--- config.mk ---
export PLATFORM = sky130hd
export DESIGN_NAME = bitmap_slot_allocator
export DESIGN_NICKNAME = d
export VERILOG_FILES = /design/src/sv/bsa_pkg.sv /design/src/sv/bsa_mem.sv /design/src/sv/bsa_ctrl.sv /design/src/sv/bitmap_slot_allocator.sv
export SDC_FILE = /design/constraint.sdc
export NUM_CORES = 1
export LEC_CHECK = 0
export BUFFER_PORTS_ARGS = -buffer_cell sky130_fd_sc_hd__buf_2
export CAP_MARGIN = 20
export CORE_UTILIZATION = 40
export CTS_BUF_LIST = sky130_fd_sc_hd__clkbuf_4 sky130_fd_sc_hd__clkbuf_8
export CTS_CLUSTER_SIZE = 25
export DETAILED_ROUTE_END_ITERATION = 16
export PLACE_DENSITY_LB_ADDON = 0.2
export SLEW_MARGIN = 25
export SYNTH_ARGS = -nofsm -noshare
export SYNTH_HDL_FRONTEND = slang
export SYNTH_HIERARCHICAL = 1
export SYNTH_SLANG_ARGS = --single-unit
--- constraint.sdc ---
create_clock -name clk -period 5.2 [get_ports clk]
set_clock_uncertainty 0.2 [all_clocks]
set_input_delay 0.26 -clock clk [delete_from_list [all_inputs] [get_ports clk]]
set_output_delay 0.26 -clock clk [all_outputs]
set_load 0.01 [all_outputs]
--- src/sv/bsa_pkg.sv ---
// ----------------------------------------------------------------------------
// Bitmap slot allocator package
// Request and result types, operation codes, controller states and the
// lowest-set-bit search used on one word of the occupancy bitmap.
// ----------------------------------------------------------------------------
package bsa_pkg;

  localparam int WORD_W = 16;
  localparam int BIT_W  = 4;
  localparam int SLOT_W = 7;
  localparam int FREE_W = 7;

  typedef enum logic [1:0] {
    FN_ALLOC   = 2'd0,
    FN_RELEASE = 2'd1,
    FN_FIND    = 2'd2
  } bsa_func_t;

  typedef enum logic [1:0] {
    ST_IDLE,
    ST_READ,
    ST_CHECK,
    ST_RESP
  } bsa_state_t;

  typedef struct packed {
    logic [1:0]        func;
    logic [SLOT_W-1:0] slot;
  } bsa_in_t;

  typedef struct packed {
    logic [SLOT_W-1:0] slot_out;
    logic              ok;
    logic [FREE_W-1:0] free_count;
  } bsa_out_t;

  typedef struct packed {
    logic             found;
    logic [BIT_W-1:0] idx;
  } bsa_hit_t;

  function automatic bsa_hit_t bsa_lowest(input logic [WORD_W-1:0] v);
    bsa_hit_t h;
    h.found = 1'b0;
    h.idx   = '0;
    for (int j = WORD_W - 1; j >= 0; j--) begin
      if (v[j]) begin
        h.found = 1'b1;
        h.idx   = BIT_W'(j);
      end
    end
    return h;
  endfunction

endpackage

--- src/sv/bsa_mem.sv ---
// ----------------------------------------------------------------------------
// Bitmap slot allocator occupancy memory
// One occupancy word per entry, registered read data, one write port. A
// per-word valid bit cleared at reset makes unwritten words read as all free.
// ----------------------------------------------------------------------------
module bsa_mem #(
  parameter int WORDS = 4,
  parameter int AW    = 2
) (
  input  logic                      clk,
  input  logic                      rst_n,
  input  logic                      rd_en,
  input  logic [AW-1:0]             rd_addr,
  output logic [bsa_pkg::WORD_W-1:0] rd_data,
  input  logic                      wr_en,
  input  logic [AW-1:0]             wr_addr,
  input  logic [bsa_pkg::WORD_W-1:0] wr_data
);
  import bsa_pkg::*;

  logic [WORD_W-1:0] mem_r [WORDS];
  logic [WORDS-1:0]  valid_r;
  logic [WORD_W-1:0] rd_data_r;

  always_ff @(posedge clk) begin
    if (!rst_n) begin
      valid_r <= '0;
    end else if (wr_en) begin
      valid_r[wr_addr] <= 1'b1;
    end
  end

  always_ff @(posedge clk) begin
    if (wr_en) begin
      mem_r[wr_addr] <= wr_data;
    end
  end

  always_ff @(posedge clk) begin
    if (rd_en) begin
      rd_data_r <= valid_r[rd_addr] ? mem_r[rd_addr] : '0;
    end
  end

  assign rd_data = rd_data_r;

endmodule

--- src/sv/bsa_ctrl.sv ---
// ----------------------------------------------------------------------------
// Bitmap slot allocator controller
// Takes one request at a time, scans or updates the occupancy memory one word
// per read, keeps the free-slot count and holds the result register.
// ----------------------------------------------------------------------------
module bsa_ctrl #(
  parameter int SLOTS = 64,
  parameter int WORDS = 4,
  parameter int AW    = 2
) (
  input  logic                      clk,
  input  logic                      rst_n,
  input  logic                      in_valid,
  output logic                      in_ready,
  input  bsa_pkg::bsa_in_t          in_data,
  output logic                      out_valid,
  input  logic                      out_ready,
  output bsa_pkg::bsa_out_t         out_data,
  output logic                      rd_en,
  output logic [AW-1:0]             rd_addr,
  input  logic [bsa_pkg::WORD_W-1:0] rd_data,
  output logic                      wr_en,
  output logic [AW-1:0]             wr_addr,
  output logic [bsa_pkg::WORD_W-1:0] wr_data
);
  import bsa_pkg::*;

  localparam int IW  = $clog2(SLOTS + 1);
  localparam int CW0 = (IW > SLOT_W) ? IW : SLOT_W;
  localparam int CW  = (CW0 > AW + BIT_W) ? CW0 : AW + BIT_W;

  bsa_state_t        state_r, state_nxt;
  logic [1:0]        func_r, func_nxt;
  logic [AW-1:0]     word_r, word_nxt;
  logic [BIT_W-1:0]  bit_r, bit_nxt;
  logic              first_r, first_nxt;
  logic [IW-1:0]     free_r, free_nxt;
  logic [SLOT_W-1:0] res_slot_r, res_slot_nxt;
  logic              res_ok_r, res_ok_nxt;
  logic              out_valid_r, out_valid_nxt;
  bsa_out_t          out_data_r, out_data_nxt;

  logic [CW-1:0]     s_c;
  logic [CW-1:0]     start_c;
  logic [CW-1:0]     idx_c;
  logic [WORD_W-1:0] wmask;
  logic [WORD_W-1:0] cand;
  bsa_hit_t          hit;
  logic [CW-1:0]     hit_num;
  logic              last_word;

  always_comb begin
    for (int j = 0; j < WORD_W; j++) begin
      wmask[j] = (CW'({word_r, BIT_W'(j)}) < CW'(SLOTS));
    end
  end

  always_comb begin
    case (func_r)
      FN_ALLOC: cand = ~rd_data & wmask;
      FN_FIND:  cand = rd_data & wmask &
                       (first_r ? ~((WORD_W'(1) << bit_r) - WORD_W'(1)) : {WORD_W{1'b1}});
      default:  cand = '0;
    endcase
  end

  assign hit       = bsa_lowest(cand);
  assign hit_num   = CW'({word_r, hit.idx}) + CW'(1);
  assign last_word = (word_r == AW'(WORDS - 1));
  assign s_c       = CW'(in_data.slot);
  assign start_c   = (s_c == '0) ? CW'(1) : s_c;
  assign idx_c     = start_c - CW'(1);

  always_ff @(posedge clk) begin
    if (!rst_n) begin
      state_r     <= ST_IDLE;
      free_r      <= IW'(SLOTS);
      out_valid_r <= 1'b0;
    end else begin
      state_r     <= state_nxt;
      free_r      <= free_nxt;
      out_valid_r <= out_valid_nxt;
    end
  end

  always_ff @(posedge clk) begin
    func_r     <= func_nxt;
    word_r     <= word_nxt;
    bit_r      <= bit_nxt;
    first_r    <= first_nxt;
    res_slot_r <= res_slot_nxt;
    res_ok_r   <= res_ok_nxt;
    out_data_r <= out_data_nxt;
  end

  always_comb begin
    state_nxt     = state_r;
    func_nxt      = func_r;
    word_nxt      = word_r;
    bit_nxt       = bit_r;
    first_nxt     = first_r;
    free_nxt      = free_r;
    res_slot_nxt  = res_slot_r;
    res_ok_nxt    = res_ok_r;
    out_data_nxt  = out_data_r;
    out_valid_nxt = out_valid_r && !out_ready;
    in_ready      = 1'b0;
    rd_en         = 1'b0;
    rd_addr       = word_r;
    wr_en         = 1'b0;
    wr_addr       = word_r;
    wr_data       = rd_data;

    case (state_r)
      ST_IDLE: begin
        in_ready = 1'b1;
        if (in_valid) begin
          func_nxt     = in_data.func;
          res_slot_nxt = '0;
          res_ok_nxt   = 1'b0;
          first_nxt    = 1'b0;
          word_nxt     = AW'(idx_c >> BIT_W);
          bit_nxt      = idx_c[BIT_W-1:0];
          state_nxt    = ST_RESP;
          case (in_data.func)
            FN_ALLOC: begin
              word_nxt = '0;
              if (free_r != '0) begin
                state_nxt = ST_READ;
              end
            end
            FN_RELEASE: begin
              if (s_c != '0 && s_c <= CW'(SLOTS)) begin
                state_nxt = ST_READ;
              end
            end
            FN_FIND: begin
              first_nxt = 1'b1;
              if (start_c <= CW'(SLOTS)) begin
                state_nxt = ST_READ;
              end
            end
            default: begin
              state_nxt = ST_RESP;
            end
          endcase
        end
      end
      ST_READ: begin
        rd_en     = 1'b1;
        state_nxt = ST_CHECK;
      end
      ST_CHECK: begin
        state_nxt = ST_RESP;
        case (func_r)
          FN_ALLOC: begin
            if (hit.found) begin
              wr_en        = 1'b1;
              wr_data      = rd_data | (WORD_W'(1) << hit.idx);
              free_nxt     = free_r - IW'(1);
              res_slot_nxt = SLOT_W'(hit_num);
              res_ok_nxt   = 1'b1;
            end else if (!last_word) begin
              word_nxt  = word_r + AW'(1);
              state_nxt = ST_READ;
            end
          end
          FN_RELEASE: begin
            wr_en      = 1'b1;
            wr_data    = rd_data & ~(WORD_W'(1) << bit_r);
            res_ok_nxt = 1'b1;
            if (rd_data[bit_r]) begin
              free_nxt = free_r + IW'(1);
            end
          end
          FN_FIND: begin
            if (hit.found) begin
              res_slot_nxt = SLOT_W'(hit_num);
              res_ok_nxt   = 1'b1;
            end else if (!last_word) begin
              word_nxt  = word_r + AW'(1);
              first_nxt = 1'b0;
              state_nxt = ST_READ;
            end
          end
          default: begin
            state_nxt = ST_RESP;
          end
        endcase
      end
      ST_RESP: begin
        if (!out_valid_r || out_ready) begin
          out_data_nxt.slot_out   = res_slot_r;
          out_data_nxt.ok         = res_ok_r;
          out_data_nxt.free_count = FREE_W'(free_r);
          out_valid_nxt           = 1'b1;
          state_nxt               = ST_IDLE;
        end
      end
      default: begin
        state_nxt = ST_IDLE;
      end
    endcase
  end

  assign out_valid = out_valid_r;
  assign out_data  = out_data_r;

`ifndef NO_ASSERTIONS
  a_free_range: assert property (@(posedge clk) disable iff (!rst_n)
    CW'(free_r) <= CW'(SLOTS))
    else $error("free count above slot total");

  a_write_in_check: assert property (@(posedge clk) disable iff (!rst_n)
    wr_en |-> state_r == ST_CHECK)
    else $error("memory write outside check state");

  a_read_in_read: assert property (@(posedge clk) disable iff (!rst_n)
    rd_en |-> state_r == ST_READ)
    else $error("memory read outside read state");

  a_accept_leaves_idle: assert property (@(posedge clk) disable iff (!rst_n)
    (in_valid && in_ready) |=> state_r != ST_IDLE)
    else $error("request accepted but controller stayed idle");

  a_alloc_counts: assert property (@(posedge clk) disable iff (!rst_n)
    (state_r == ST_CHECK && func_r == FN_ALLOC && hit.found) |=> free_r == $past(free_r) - IW'(1))
    else $error("allocation did not lower the free count");
`endif

endmodule

--- src/sv/bitmap_slot_allocator.sv ---
// ----------------------------------------------------------------------------
// Bitmap slot allocator
// First-fit allocator over an occupancy bitmap of SLOTS slots numbered from 1,
// with allocate, release and find-next-occupied requests.
// ----------------------------------------------------------------------------
// Usage:
// Requests enter on in_valid/in_ready with in_data (func, slot); each request
// gives exactly one result on out_valid/out_ready with out_data (slot_out, ok,
// free_count). One request is in work at a time; in_ready is high while idle.
// The bitmap lives in a memory of 16-bit words with a registered read. Each
// word examined passes through a read state and then a check state, which
// writes it back on an allocation hit or a release; a request rejected at
// once goes straight to the response state, which loads the result. A
// release examines one word; a search examines the words from its start word
// onward. The controller returns to idle as the result is loaded and can
// then accept the next request. Reset clears every slot to free through
// per-word valid bits and sets the free count to SLOTS. While the receiver
// stalls, the result waits in the output register; a following request can
// still be taken and processed, and it then waits to load the output until
// the previous result is taken.
// ----------------------------------------------------------------------------
module bitmap_slot_allocator #(
  parameter int SLOTS = 64
) (
  input  logic              clk,
  input  logic              rst_n,
  input  logic              in_valid,
  output logic              in_ready,
  input  bsa_pkg::bsa_in_t  in_data,
  output logic              out_valid,
  input  logic              out_ready,
  output bsa_pkg::bsa_out_t out_data
);
  import bsa_pkg::*;

  localparam int WORDS = (SLOTS + WORD_W - 1) / WORD_W;
  localparam int AW    = (WORDS > 1) ? $clog2(WORDS) : 1;

  logic              rd_en;
  logic [AW-1:0]     rd_addr;
  logic [WORD_W-1:0] rd_data;
  logic              wr_en;
  logic [AW-1:0]     wr_addr;
  logic [WORD_W-1:0] wr_data;

  bsa_mem #(
    .WORDS (WORDS),
    .AW    (AW)
  ) u_mem (
    .clk     (clk),
    .rst_n   (rst_n),
    .rd_en   (rd_en),
    .rd_addr (rd_addr),
    .rd_data (rd_data),
    .wr_en   (wr_en),
    .wr_addr (wr_addr),
    .wr_data (wr_data)
  );

  bsa_ctrl #(
    .SLOTS (SLOTS),
    .WORDS (WORDS),
    .AW    (AW)
  ) u_ctrl (
    .clk       (clk),
    .rst_n     (rst_n),
    .in_valid  (in_valid),
    .in_ready  (in_ready),
    .in_data   (in_data),
    .out_valid (out_valid),
    .out_ready (out_ready),
    .out_data  (out_data),
    .rd_en     (rd_en),
    .rd_addr   (rd_addr),
    .rd_data   (rd_data),
    .wr_en     (wr_en),
    .wr_addr   (wr_addr),
    .wr_data   (wr_data)
  );

endmodule
; Word level (Yosys, flattened, before mapping)
; Memories as Yosys holds them, arrays and structs flattened. A register that Yosys moved wholly into a read port is not among the register bits.
; Cells that the tools add are included.
[totals]
mem_count = 1
out_inout_bits = 17
wordCells = 147
ramBits = 64
input_bits = 13
regBits = 46
[classes]
n_mux = 70
reduce_logical = 24
addsub = 6
n_eq_ne = 19
magnitude_cmp = 5
shift = 2
bitwise = 7
[memory_table]
columns = name, depth, word_bits, read_ports, rd_clocked_by_memory_dff, wr, line_no
row1 = u_mem.mem_r, 4, 16, 1, 1, 1, bsa_mem.sv:21  ; logic [WORD_W-1:0] mem_r [WORDS];
[op_table]
columns = cell, n
row1 = 5-bit 2-to-1 mux, 16
row2 = 16-bit one-hot mux with 2 select lines, 2
row3 = 16-bit 2-to-1 mux, 3
row4 = 16-bit inverter, 3
row5 = 7-bit 2-to-1 mux, 6
row6 = 16-bit AND, 2
row7 = 1-bit by 4-bit left shift with 16-bit output (first input constant), 2
row8 = 7-bit one-hot mux with 2 select lines, 2
row9 = 2-bit 2-to-1 mux, 13
row10 = 1-bit 2-to-1 mux, 18
row11 = 16-bit OR, 1
row12 = 16-bit by 1-bit subtractor with 16-bit output (second input constant), 1
row13 = 7-bit less-or-equal comparator (second input constant), 2
row14 = 7-bit nonzero test, 2
row15 = 4-bit AND reduction, 3
row16 = 2-bit == test (second input constant), 5
row17 = 2-bit by 1-bit != test with 1-bit output (second input constant), 5
row18 = 5-bit AND reduction, 2
row19 = 2-bit != test (second input constant), 4
row20 = 1-bit one-hot mux with 2 select lines, 4
row21 = 2-bit one-hot mux with 4 select lines, 1
row22 = 6-bit by 1-bit adder with 7-bit output (second input constant), 1
row23 = 7-bit by 1-bit adder with 7-bit output (second input constant), 1
row24 = 7-bit logical NOT, 1
row25 = other kinds (22), 33

; Logic depth before layout (Yosys ltp)
; Gate-level depths: netlist of the first run.
[logic_depth]
ltp_word = 27
mapped_depth = 20
depth_no_buf = 16

; By module
; The synthesis of the first run kept the hierarchy.
[modules_own_cells]
columns = mod, area_each_um2, cells_per_inst, seq_area_each_um2, n_inst
row1 = bsa_ctrl, 3525.9, 398, 1161.1, 1
row2 = bsa_mem, 3129.3, 130, 2482.4, 1

; Worst setup path before layout of the first run
; OpenSTA, ideal clock, no wires.
[synth_path]
kind = register to register
start = reg u_ctrl.bit_r[1]
end = mem u_mem.mem_r[0][0] (enable)
slack_ns = 0.497
required_ns = 4.585
setup_ns = 0.415
arrival_time_ns = 4.087
stages_incl_launch_ff = 15
period_less_slack_ns = 4.703
path_buffers = 4
path_cell_list = edfxtp_1 buf_2 buf_6 clkbuf_1 nor2b_1 nand2_1 ha_1 buf_4 xor2_1 o221ai_1 a311o_1 o31a_1 and3_1 a21oi_1 nor3b_1
[synth_via]
elab_chain_len = 27
[synth_rtl]
columns = element, line_no
row1 = "start, declared", bsa_ctrl.sv:35  ; logic [BIT_W-1:0] bit_r, bit_nxt;
row2 = "start signal, assigned", bsa_ctrl.sv:89  ; bit_r <= bit_nxt;
row3 = 1-bit by 4-bit left shift with 16-bit output (*), bsa_ctrl.sv:62  ; (first_r ? ~((WORD_W'(1) << bit_r) - WORD_W'(1)) : {WORD_W{1'b1}});
row4 = 16-bit by 1-bit subtractor with 16-bit output (*), bsa_ctrl.sv:62
row5 = 16-bit inverter (*), bsa_ctrl.sv:62
row6 = 16-bit 2-to-1 mux (*), bsa_ctrl.sv:62
row7 = 16-bit AND (*), bsa_ctrl.sv:61  ; FN_FIND: cand = rd_data & wmask &
row8 = 16-bit one-hot mux with 2 select lines (*), bsa_ctrl.sv:59  ; case (func_r)
row9 = 5-bit 2-to-1 mux (15 in a row), bsa_pkg.sv:47  ; if (v[j]) begin
row10 = 5-bit 2-to-1 mux (*), bsa_pkg.sv:47
row11 = 1-bit 2-to-1 mux (*), bsa_ctrl.sv:157  ; if (hit.found) begin
row12 = 1-bit one-hot mux with 2 select lines (*), bsa_ctrl.sv:155  ; case (func_r)
row13 = 1-bit 2-to-1 mux (*), bsa_ctrl.sv:114  ; case (state_r)
row14 = named net wr_en, bitmap_slot_allocator.sv:42  ; logic wr_en;
row15 = 1-bit 2-to-1 mux (*), bsa_mem.sv:34  ; if (wr_en) begin
row16 = 1-bit 2-to-1 mux (implied by the code) (*), bsa_mem.sv:35  ; mem_r[wr_addr] <= wr_data;
row17 = "end, declared", bsa_mem.sv:21
; Mark *: on every way through the listed nets, which the timed path passes. The rest lies on a longest branch.

; Worst setup path in the final report of the first run
[layout_path]
start = reg u_ctrl.bit_r[1]
end = mem u_mem.mem_r[0][15] (data pin)
[layout_via]
elab_chain_len = 27
elab_cells_between_ends = 29
cone_classes = 1 x add/sub / 2 x shift / 21 x mux / 5 x bitwise
[layout_rtl]
columns = element, line_no
row1 = 1-bit by 4-bit left shift with 16-bit output (*), "bsa_ctrl.sv:62, bsa_ctrl.sv:170"
row2 = 16-bit by 1-bit subtractor with 16-bit output, bsa_ctrl.sv:62
row3 = 16-bit inverter, bsa_ctrl.sv:62
row4 = 16-bit 2-to-1 mux, bsa_ctrl.sv:62
row5 = 16-bit AND, bsa_ctrl.sv:61
row6 = 16-bit one-hot mux with 2 select lines, bsa_ctrl.sv:59
row7 = 5-bit 2-to-1 mux (16 in a row), bsa_pkg.sv:47
row8 = 1-bit by 4-bit left shift with 16-bit output, bsa_ctrl.sv:159  ; wr_data = rd_data | (WORD_W'(1) << hit.idx);
row9 = 16-bit OR, bsa_ctrl.sv:159
row10 = 16-bit 2-to-1 mux, bsa_ctrl.sv:157
row11 = 16-bit one-hot mux with 2 select lines (*), bsa_ctrl.sv:155
row12 = 16-bit 2-to-1 mux (*), bsa_ctrl.sv:114
row13 = named net wr_data[15], bitmap_slot_allocator.sv:44  ; logic [WORD_W-1:0] wr_data;
; Marked as above.

==> results of run 1 <==
layout by cell type, fill, tap and decap left out, types with 5 or more instances in the layout:
master,netlist,layout
a211oi_1,6,6
clkbuf_4,0,5
nor2_1,25,24
a21oi_1,34,34
xor2_1,5,5
nor3_1,8,8
ha_1,14,14
buf_2,9,29
buf_4,5,12
o21a_1,7,7
mux4_2,6,6
dlygate4sd3_1,0,7
nand2b_1,5,5
dfxtp_1,14,14
mux2i_1,5,5
nor2b_1,14,13
inv_1,18,18
o31ai_1,5,5
a31oi_1,14,14
or2_2,7,7
nand2_1,27,27
nand3_1,9,9
edfxtp_1,112,112
mux4_1,16,16
and3_1,7,7
xnor2_1,7,7
and2_1,26,26
o21ai_0,27,27
clkbuf_8,0,20
clkinv_2,0,5
how the worst min path moves through the flow:
stage | from | to | slack (ns) | depth (start not counted)
2_1_floorplan | rst_n | u_ctrl/free_r[6] | 0.14 | 1
3_3_place_gp | u_ctrl/res_slot_r[1] | u_ctrl/out_data[9] | 0.20 | 0
3_5_place_dp | u_ctrl/res_slot_r[2] | u_ctrl/out_data[10] | 0.20 | 0
4_1_cts | in_data[5] | u_ctrl/rd_addr[1] | 0.04 | 3
5_1_grt | in_data[5] | u_ctrl/rd_addr[1] | 0.07 | 3
6_report | in_data[5] | u_ctrl/rd_addr[1] | 0.07 | 3
final cells by class:
class	count	area [um^2]	area share
timing repair buffer	48	305	0.0411
sequential	126	3640	0.491
clock inverter	7	62.6	0.00843
clock buffer	25	313	0.0422
tap	216	270	0.0364
inverter	19	71.3	0.00961
multi-input combinational	353	2760	0.371
logic make-up (layout without fill, tap and decap cells):
| group | Yosys count | count (layout) | synth area share |
|---|---|---|---|
| buffers and inverters | 49 | 99 | 0.0400 |
| multiplexers | 27 | 27 | 0.0910 |
| flip-flops | 126 | 126 | 0.547 |
| AND/OR/NAND/NOR | 156 | 156 | 0.135 |
| AO/OA/AOI/OAI | 143 | 143 | 0.142 |
| XOR/XNOR | 12 | 12 | 0.0158 |
| adder cells (fa/ha/maj) | 15 | 15 | 0.0293 |
metal layers:
layer  wire length, um  GRT usage
met2              7530      0.320
met3               845     0.0501
met1              7450      0.265
met4               327     0.0811
met5                 0          0
what timing repair did:
action	in CTS	in global routing
gates resized for setup	0	0
hold buffers	7	0
hold endpoints to repair	19	0
worst max-delay path: stages, from the launching register on:
cell	delay, ns
edfxtp_1	0.48
nor2b_1	0.36
nand2_1	0.11
ha_1	0.41
and2_1	0.26
o211ai_2	0.17
a211oi_1	0.09
nor4_1	0.61
inv_1	0.09
a21o_1	0.20
a211o_1	0.31
inv_1	0.10
ha_1	0.22
ha_1	0.22
a31oi_1	0.09
o22ai_1	0.43
power breakdown:
group	internal, mW	switching [mW]	total, mW
registers	1.16	0.0324	1.19
logic	0.145	0.234	0.379
clock network	0.438	0.349	0.787
flip-flops by register name, summed over array words and instances (netlist names), 2 cells and up:
signal / count
u_mem/mem_r: 64
u_mem/rd_data: 16
u_ctrl/out_data: 15
u_ctrl/free_r: 7
u_ctrl/res_slot_r: 7
u_ctrl/bit_r: 4
u_mem/valid_r: 4
u_ctrl/func_r: 2
u_ctrl/rd_addr: 2
u_ctrl/state_r: 2
stage by stage:
| step | utilization | cell area, um^2 | total power, mW |
|---|---|---|---|
| after floorplan | - | 6660 | 1.48 |
| after global placement | 0.434 | 6970 | 1.58 |
| after detailed placement | 0.434 | 6980 | 1.58 |
| after CTS | 0.462 | 7420 | 2.38 |
| after global routing | 0.462 | 7420 | 2.46 |
| final | 0.462 | 7420 | 2.36 |
==> impl_results.md, run 1 <==
* Status: finished clean
* Setup repair bufs after CTS at 0
* Crit path time final at around 4.6 ns
* Worst slew pin tran at about 1.1 ns
* PwrDens at roughly 320 mW/mm^2
* CTS tree: done
* Setup TNS at 0 ns
* Die area at 0.0172 mm^2
* Synth warn at 6
* Htree depth at 4
* Number of fill cells in the layout at 1461
* Overall routed net length at 16200 um
* CP Max Fanout at 17
* First-pass GRT wire length at 24800 um
* FF-to-FF End: u_mem/mem_r[0][15]
* Final worst slack at 0.563 ns
* Worst r2r src: u_ctrl/bit_r[1]
* Layout cell share with drive strength beyond 1 at 0.173
* Antenna violations before repair at 0
* Diode count at 0
* Max clock buf depth at 2
* Number of global-route vias before repair at 4432
* Rows at 46
* Clk sink count at 126
* Root buf cell: clkbuf_8
* Crit path DAT at 4.61 ns
* Largest net degree at the start of global routing at 30
* Antenna viol nets, final at 0
* Clock latency on the worst-skew pair at 0.43 ns
* Mapped Cells at 528
* DRT Pass-1 Iters at 5
* Ranking of synthesized cells by area: edfxtp_1 51%, mux4_1 6.3%, dfxtp_1 4.2%
* Input/output buffers at 29
* Drt via density at 5.75
* Slew Viols, Final at 0
* Setup crit start kind: register
* Max cap viols at 0
* Core ar. at around 0.016 mm^2
* Register area share after synthesis at 0.547
* RSZ-0062 raised after global routing: false
* Worst Reg2Reg Path Length in Cells at 15
* Die width at 131 um
* Total grt overflow at 0
* Cts bufs inserted at 17
* Fin crit share at 0.892
* Dpl ws at ~0.66 ns
* Share of the synthesized area in the top cell type at 0.505
* Post-synth top cells: 112 x edfxtp_1, 34 x a21oi_1, 27 x nand2_1, 27 x o21ai_0, 26 x and2_1
* Post-synth EDFFs at 112
* Initial Util at 0.414
* Crit path to: u_mem/mem_r[0][15]
* Post-detailed-route wirelength per cell at a little over 20 um
* GP Congestion at 0.888
* Number of remaining DRC errors at 0
* Critical Path End Type: register
* I/O pins at 30
* Fin Hold WS at 0.0748 ns
* Share of flip-flops with an asynchronous set or reset at 0
* Mean post-synth cell area at 12.6 um^2
* Critical Path Start: u_ctrl/bit_r[1]
* Post-Place Cells at roughly 760
* FMAX at about 220 MHz
* Most common flop cell mapped by yosys: edfxtp_1
* Required @ worst endpoint at 5.17 ns
* Clk slew on worst S/H paths at 0.06 ns
* Area Growth Syn to Fin at 11.5%
* Vias at 4569
* Final Hold Viols at 0
* Register bit count reported by yosys at approximately 130
* Most common cell in the synthesized netlist: edfxtp_1
* Layout Nets at 593
* Detailed placement HPWL at 11000 um
* Die H at about 130 um
* Post-synth top area cell: edfxtp_1
* Cell variety after synth at 68
* Slew headroom at 0.283
* Cell Area, Synth at 0.00666 mm^2
* Post-route insts no fill at 794
* Initial DRC Count at 452
* Gr usage total at 0.201
* HP Class: primary input to register
* Leakage at between 2 and 3 nW
* Kind of critical path: register to register
* Final setup violation count at 0
* Syn Nets at 556
* Reg2reg setup slack at 0.56 ns
* Peak supply drop at 0.222 mV
(Power assumes the default switching activity.)
==> run 2: changes to the inputs <==
CTS_BUF_LIST = default   (was sky130_fd_sc_hd__clkbuf_4 sky130_fd_sc_hd__clkbuf_8)
==> impl_results.md, run 2 (synthesis gave the netlist of run 1 again) <==
* M1 GR Usage at 0.266 (+0.00159)
* Slew headroom at 0.262 (-0.0220)
* Root buf cell: clkbuf_16
* Worst slew pin tran at 1.10 ns (+0.0329 ns)
* Rows at 46 (unchanged)
* Worst Reg2Reg Path Length in Cells at 15 (unchanged)
* Post-Place Cells at 755 (unchanged)
* FMAX at 213 MHz (-1.0%)
* Cts bufs inserted at 17 (unchanged)
* Clock latency on the worst-skew pair at 0.41 ns (-0.02 ns)
* RSZ-0062 raised after global routing: false
* Register with the most flip-flops: u_mem/mem_r
* Antenna violations before repair at 0 (unchanged)
* Worst r2r src: u_ctrl/bit_r[1]
* Crit path time final at 4.69 ns (+0.0489 ns)
* Antenna viol nets, final at 0 (unchanged)
* Total grt overflow at 0 (unchanged)
* Most common cell after layout, fill and taps aside: edfxtp_1
* Final instance area at 0.00756 mm^2 (+1.9%)
* Setup crit start kind: register
* M2 GR Usage at 0.322 (+0.00187)
* Clk sink count at 126 (unchanged)
* First-pass GRT wire length at 24900 um (+0.41%)
* Overall routed net length at 16100 um (about the same)
* Required @ worst endpoint at 5.14 ns (-0.03 ns)
* Die area at 0.0172 mm^2 (unchanged)
* Die H at 131 um (unchanged)
* Switching power at 0.655 mW (+6.3%)
* Largest net degree at the start of global routing at 30 (unchanged)
* Final Hold Viols at 0 (unchanged)
* Hold_sp: in_data[2]
* Area Growth Syn to Fin at 13.6%
* Reg2reg setup slack at 0.51 ns (-0.05 ns)
* Initial Util at 0.414 (unchanged)
* Vias at 4583 (+0.31%)
* Core ar. at 0.0161 mm^2 (unchanged)
* DRT Pass-1 Iters at 5 (unchanged)
* Max cap viols at 0 (unchanged)
* Setup repair bufs after CTS at 0 (unchanged)
* FF-to-FF End: u_mem/mem_r[2][15]
* Post-route insts no fill at 791 (-0.38%)
* Number of flip-flops under the largest register name at 64 (unchanged)
* Gr usage total at 0.203 (+0.00107)
* Fin crit share at 0.901 (+0.00941)
* PwrDens at 350 mW/mm^2 (+10%)
* Input/output buffers at 29 (unchanged)
* Number of fill cells in the layout at 1449 (-0.82%)
* Number of remaining DRC errors at 0 (unchanged)
* Initial DRC Count at 469 (+3.8%)
* GP Congestion at 0.888 (unchanged)
* HP Class: primary input to register
* Number of global-route vias before repair at 4470 (+0.86%)
* CP Max Fanout at 17 (unchanged)
* Leakage at 2.71 nW (+2.2%)
* Critical Path End Type: register
* Area after DPL at 0.00698 mm^2 (unchanged)
* Clk slew on worst S/H paths at 0.05 ns (about the same)
* Switching part of the total at 0.247 (-0.0140)
* Slew Viols, Final at 0 (unchanged)
* Die width at 131 um (unchanged)
* Layout cell share with drive strength beyond 1 at 0.165 (-0.00779)
* I/O pins at 30 (unchanged)
* Crit path to: u_mem/mem_r[2][15]
* Status: finished clean
* Layout Nets at 590 (-0.51%)
* Most frequent cells in the layout: 112 x edfxtp_1, 34 x a21oi_1, 29 x buf_2
* Peak supply drop at 0.229 mV (+3.4%)
* Crit path DAT at 4.63 ns (+0.02 ns)
* Diode count at 0 (unchanged)
* Met3 Usage GRT at 0.0521 (+0.00204)
* Internal at 1.99 mW (+14%)
* Htree depth at 4 (unchanged)
* Clock power share at 0.406 (+0.072)
* Gr busiest metal: met2
* Final setup violation count at 0 (unchanged)
* Kind of critical path: register to register
* Critical Path Start: u_ctrl/bit_r[1]
* Gate power share at 0.143 (-0.018)
* Detailed placement HPWL at 11000 um (unchanged)
* Drt via density at 5.79 (+0.69%)
* Post-detailed-route wirelength per cell at 20.4 um (+0.35%)
* CTS tree: done
* Total power at 2.65 mW (+12%)
* Setup TNS at 0 ns (unchanged)
* Max clock buf depth at 2 (unchanged)
* Seq pwr share at 0.451 (-0.054)
## run 2: changes by cell type in the layout (fill, tap and decap cells not counted), sizes merged
cell	before	now
dlygate4sd3	7	4
## run 2: per-layer routing
layer | up-vias | part of all wire
met1 | 2271 | 0.45
met5 | - | 0
met2 | 156 | 0.47
met3 | 27 | 0.059
met4 | 0 | 0.019
li1 | 2129 | -
## run 2: power groups by stage
| stage | Clock (mW) | Sequential [mW] | Combinational, mW |
|---|---|---|---|
| final | 1.08 | 1.19 | 0.379 |
| after detailed placement | 0 | 1.21 | 0.372 |
| after floorplan | 0 | 1.20 | 0.277 |
| after global placement | 0 | 1.21 | 0.367 |
| after CTS | 1.11 | 1.19 | 0.378 |
| after global routing | 1.14 | 1.20 | 0.413 |
## run 2: stage by stage
stage,utilization,worst slack (ns),hold slack [ns]
CTS,0.471,0.647,0.00144
finish,0.471,0.515,0.0236
detailed placement,0.434,0.664,0.205
floorplan,-,0.497,0.136
global route,0.471,0.0628,0.0193
global placement,0.434,0.864,0.205
## run 2: cell type report
cell class / instances / area, um^2 / share of cell area
inverters: 19 / 71.3 / 0.00943
well taps: 216 / 270 / 0.0357
clock buffers: 25 / 485 / 0.0642
clock inverters: 7 / 62.6 / 0.00827
flip-flops and latches: 126 / 3640 / 0.482
repair buffers: 45 / 275 / 0.0364
multi-input cells: 353 / 2760 / 0.364
## run 2: what timing repair did
item | in CTS | in global routing
hold buffers | 4 | 0
hold endpoints to repair | 10 | 0
resized for setup | 0 | 0
## run 2: worst max-delay path, cell delays in order, from the launching register on
cell and delay (ns):
edfxtp_1 0.48, nor2b_1 0.37, nand2_1 0.11, ha_1 0.40, and2_1 0.26, o211ai_2 0.18
a211oi_1 0.09, nor4_1 0.61, inv_1 0.09, a21o_1 0.20, a211o_1 0.31, inv_1 0.10
ha_1 0.23, ha_1 0.23, a31oi_1 0.09, o22ai_1 0.45
## run 2: worst min-delay path by stage
| stage | end | slack [ns] | cells after the start |
|---|---|---|---|
| after floorplan | u_ctrl/free_r[6] | 0.14 | 1 |
| after global placement | u_ctrl/out_data[9] | 0.20 | 0 |
| after detailed placement | u_ctrl/out_data[10] | 0.20 | 0 |
| after CTS | u_ctrl/bit_r[2] | 0.001 | 2 |
| after global routing | u_ctrl/bit_r[2] | 0.02 | 2 |
| final | u_ctrl/bit_r[2] | 0.02 | 2 |
==> run 3: changes to the inputs <==
BUFFER_PORTS_ARGS = -buffer_cell sky130_fd_sc_hd__buf_4   (was -buffer_cell sky130_fd_sc_hd__buf_2)
==> impl_results.md, run 3 (synthesis gave the netlist of run 1 again) <==
* Status: finished clean
* Root buf cell: clkbuf_16
* CP Max Fanout at 17 (unchanged)
* Setup TNS at 0 ns (unchanged)
* Layout cell share with drive strength beyond 1 at 0.168 (+0.00231)
* Max cap viols at 0 (unchanged)
* Dpl ws at 0.481 ns (-0.183 ns)
* Max clock buf depth at 2 (unchanged)
* First-pass GRT wire length at 25200 um (+0.86%)
* Critical Path, Cell by Cell: buf_4 > nor2b_1 > nand2_1 > ha_1 > nor2b_1 > o211a_1 > o32a_1 > a21boi_0 > o21ba_2 > a211oi_1 > a211o_1 > ha_1 > a31oi_1 > o21ai_0
* Final Hold Viols at 0 (unchanged)
* Top sig layer: met4
* Clk sink count at 126 (unchanged)
* Worst slew pin tran at 0.944 ns (-0.160 ns)
* Critical Path Start: u_ctrl/bit_r[1]
* Antenna viol nets, final at 0 (unchanged)
* Worst Reg2Reg Path Length in Cells at 14 (-1)
* FMAX at 207 MHz (-3.1%)
* Kind of critical path: register to register
* GP Congestion at 0.913 (+2.9%)
* Cts bufs inserted at 17 (unchanged)
* RSZ-0062 raised after global routing: false
* HP Class: primary input to register
* Most frequent cells in the layout: 112 x edfxtp_1, 43 x buf_4, 34 x a21oi_1
* Peak supply drop at 0.237 mV (+3.3%)
* Vias at 4621 (+0.83%)
* Core ar. at 0.0161 mm^2 (unchanged)
* CTS tree: done
* Total power at 2.72 mW (+2.6%)
* Antenna violations before repair at 0 (unchanged)
* Metal3 WL at 938 um (-0.74%)
* Post-layout util at 0.480 (+0.00935)
* Die area at 0.0172 mm^2 (unchanged)
* Final worst slack at 0.363 ns (-0.152 ns)
* Slew Viols, Final at 0 (unchanged)
* Gr usage total at 0.202 (about the same)
* Setup crit start kind: register
* Hold_sp: out_ready
* Final setup violation count at 0 (unchanged)
* Overall routed net length at 16100 um (-0.41%)
* Initial Util at 0.414 (unchanged)
* Die H at 131 um (unchanged)
* Crit-path max cell delay at 0.62 ns (about the same)
* Crit path DAT at 4.75 ns (+0.12 ns)
* Detailed placement HPWL at 11000 um (about the same)
* Clk slew on worst S/H paths at 0.05 ns (about the same)
* DRT Pass-1 Iters at 5 (unchanged)
* Number of flip-flops under the largest register name at 64 (unchanged)
* Post-detailed-route wirelength per cell at 20.2 um (-0.92%)
* Post-CTS sizing at 0 (unchanged)
* Drt via density at 5.81 (+0.32%)
* Required @ worst endpoint at 5.11 ns (-0.03 ns)
* Hold path depth at 4 (+2)
* Worst r2r src: u_ctrl/bit_r[1]
* Rows at 46 (unchanged)
* Leakage at 2.76 nW (+1.9%)
* Most common cell after layout, fill and taps aside: edfxtp_1
* CP max-delay cell: o21ai_0
* PwrDens at 352 mW/mm^2 (+0.62%)
* Largest net degree at the start of global routing at 30 (unchanged)
* I/O pins at 30 (unchanged)
* Number of remaining DRC errors at 0 (unchanged)
* Diode count at 0 (unchanged)
* Met1 wire length at 7390 um (+1.8%)
* Initial DRC Count at 471 (+0.43%)
* Die width at 131 um (unchanged)
* Slew headroom at 0.368 (+0.107)
* Htree depth at 4 (unchanged)
* Routed length on met2 at 7490 um (-2.0%)
* Layout Nets at 594 (+0.68%)
* Crit path time final at 4.84 ns (+0.152 ns)
* Number of fill cells in the layout at 1434 (-1.0%)
* Fin crit share at 0.930 (+0.0291)
* Area Growth Syn to Fin at 15.9%
* Total grt overflow at 0 (unchanged)
* Fin Hold WS at 0.0212 ns (-0.00241 ns)
* Critical Path End Type: register
* Number of global-route vias before repair at 4478 (+0.18%)
* Input/output buffers at 29 (unchanged)
* Register with the most flip-flops: u_mem/mem_r
* Clock latency on the worst-skew pair at 0.41 ns (about the same)
## run 3: cell types whose count changed in the layout (fill, tap and decap cells not counted), moves of 2 or more
cell / change
buf_2: -29
buf_4: +31
clkbuf_16: +2
clkinv_2: -3
## run 3: routing by layer
| layer | global-route usage | up-vias |
|---|---|---|
| met5 | 0 | - |
| met4 | 0.0798 | 0 |
| met3 | 0.0395 | 22 |
| met2 | 0.313 | 175 |
| met1 | 0.280 | 2289 |
| li1 | - | 2135 |
## run 3: worst max-delay path, delay by kind of cell (launching register included)
family	cells	cell delay [ns]
fa+ha+maj	2	0.71
buf+inv	1	0.21
compound gates	8	2.33
simple gates	3	0.63
flops	1	0.45
## run 3: final timing paths
check	endpoint	slack [ns]
hold / removal	u_ctrl/out_valid	0.02
setup reg to reg	u_mem/mem_r[0][4]	0.36
hold reg to reg	u_ctrl/out_data[14]	0.22
setup / recovery	u_mem/mem_r[0][4]	0.36
## run 3: power by group
part / switching [mW] / internal [mW]
logic: 0.236 / 0.153
clock network: 0.399 / 0.738
registers: 0.0324 / 1.16
## run 3: repair_timing
item,in CTS,in global routing
endpoints found under the hold margin,18,0
buffers inserted,0,0
hold buffers,5,0
## run 3: cell type report
type	instances	area [um^2]	area share
sequential	126	3640	0.472
multi-input combinational	353	2760	0.357
clock buffer	27	526	0.0681
timing repair buffer	49	393	0.0509
tap	216	270	0.0350
inverter	19	71.3	0.00925
clock inverter	5	55.1	0.00714
## run 3: per-stage QoR
stage               instances  instance area, um^2
floorplan                 528                 6660
detailed placement        758                 7080
finish                    795                 7710
global placement          758                 7080
CTS                       795                 7710
global route              795                 7710
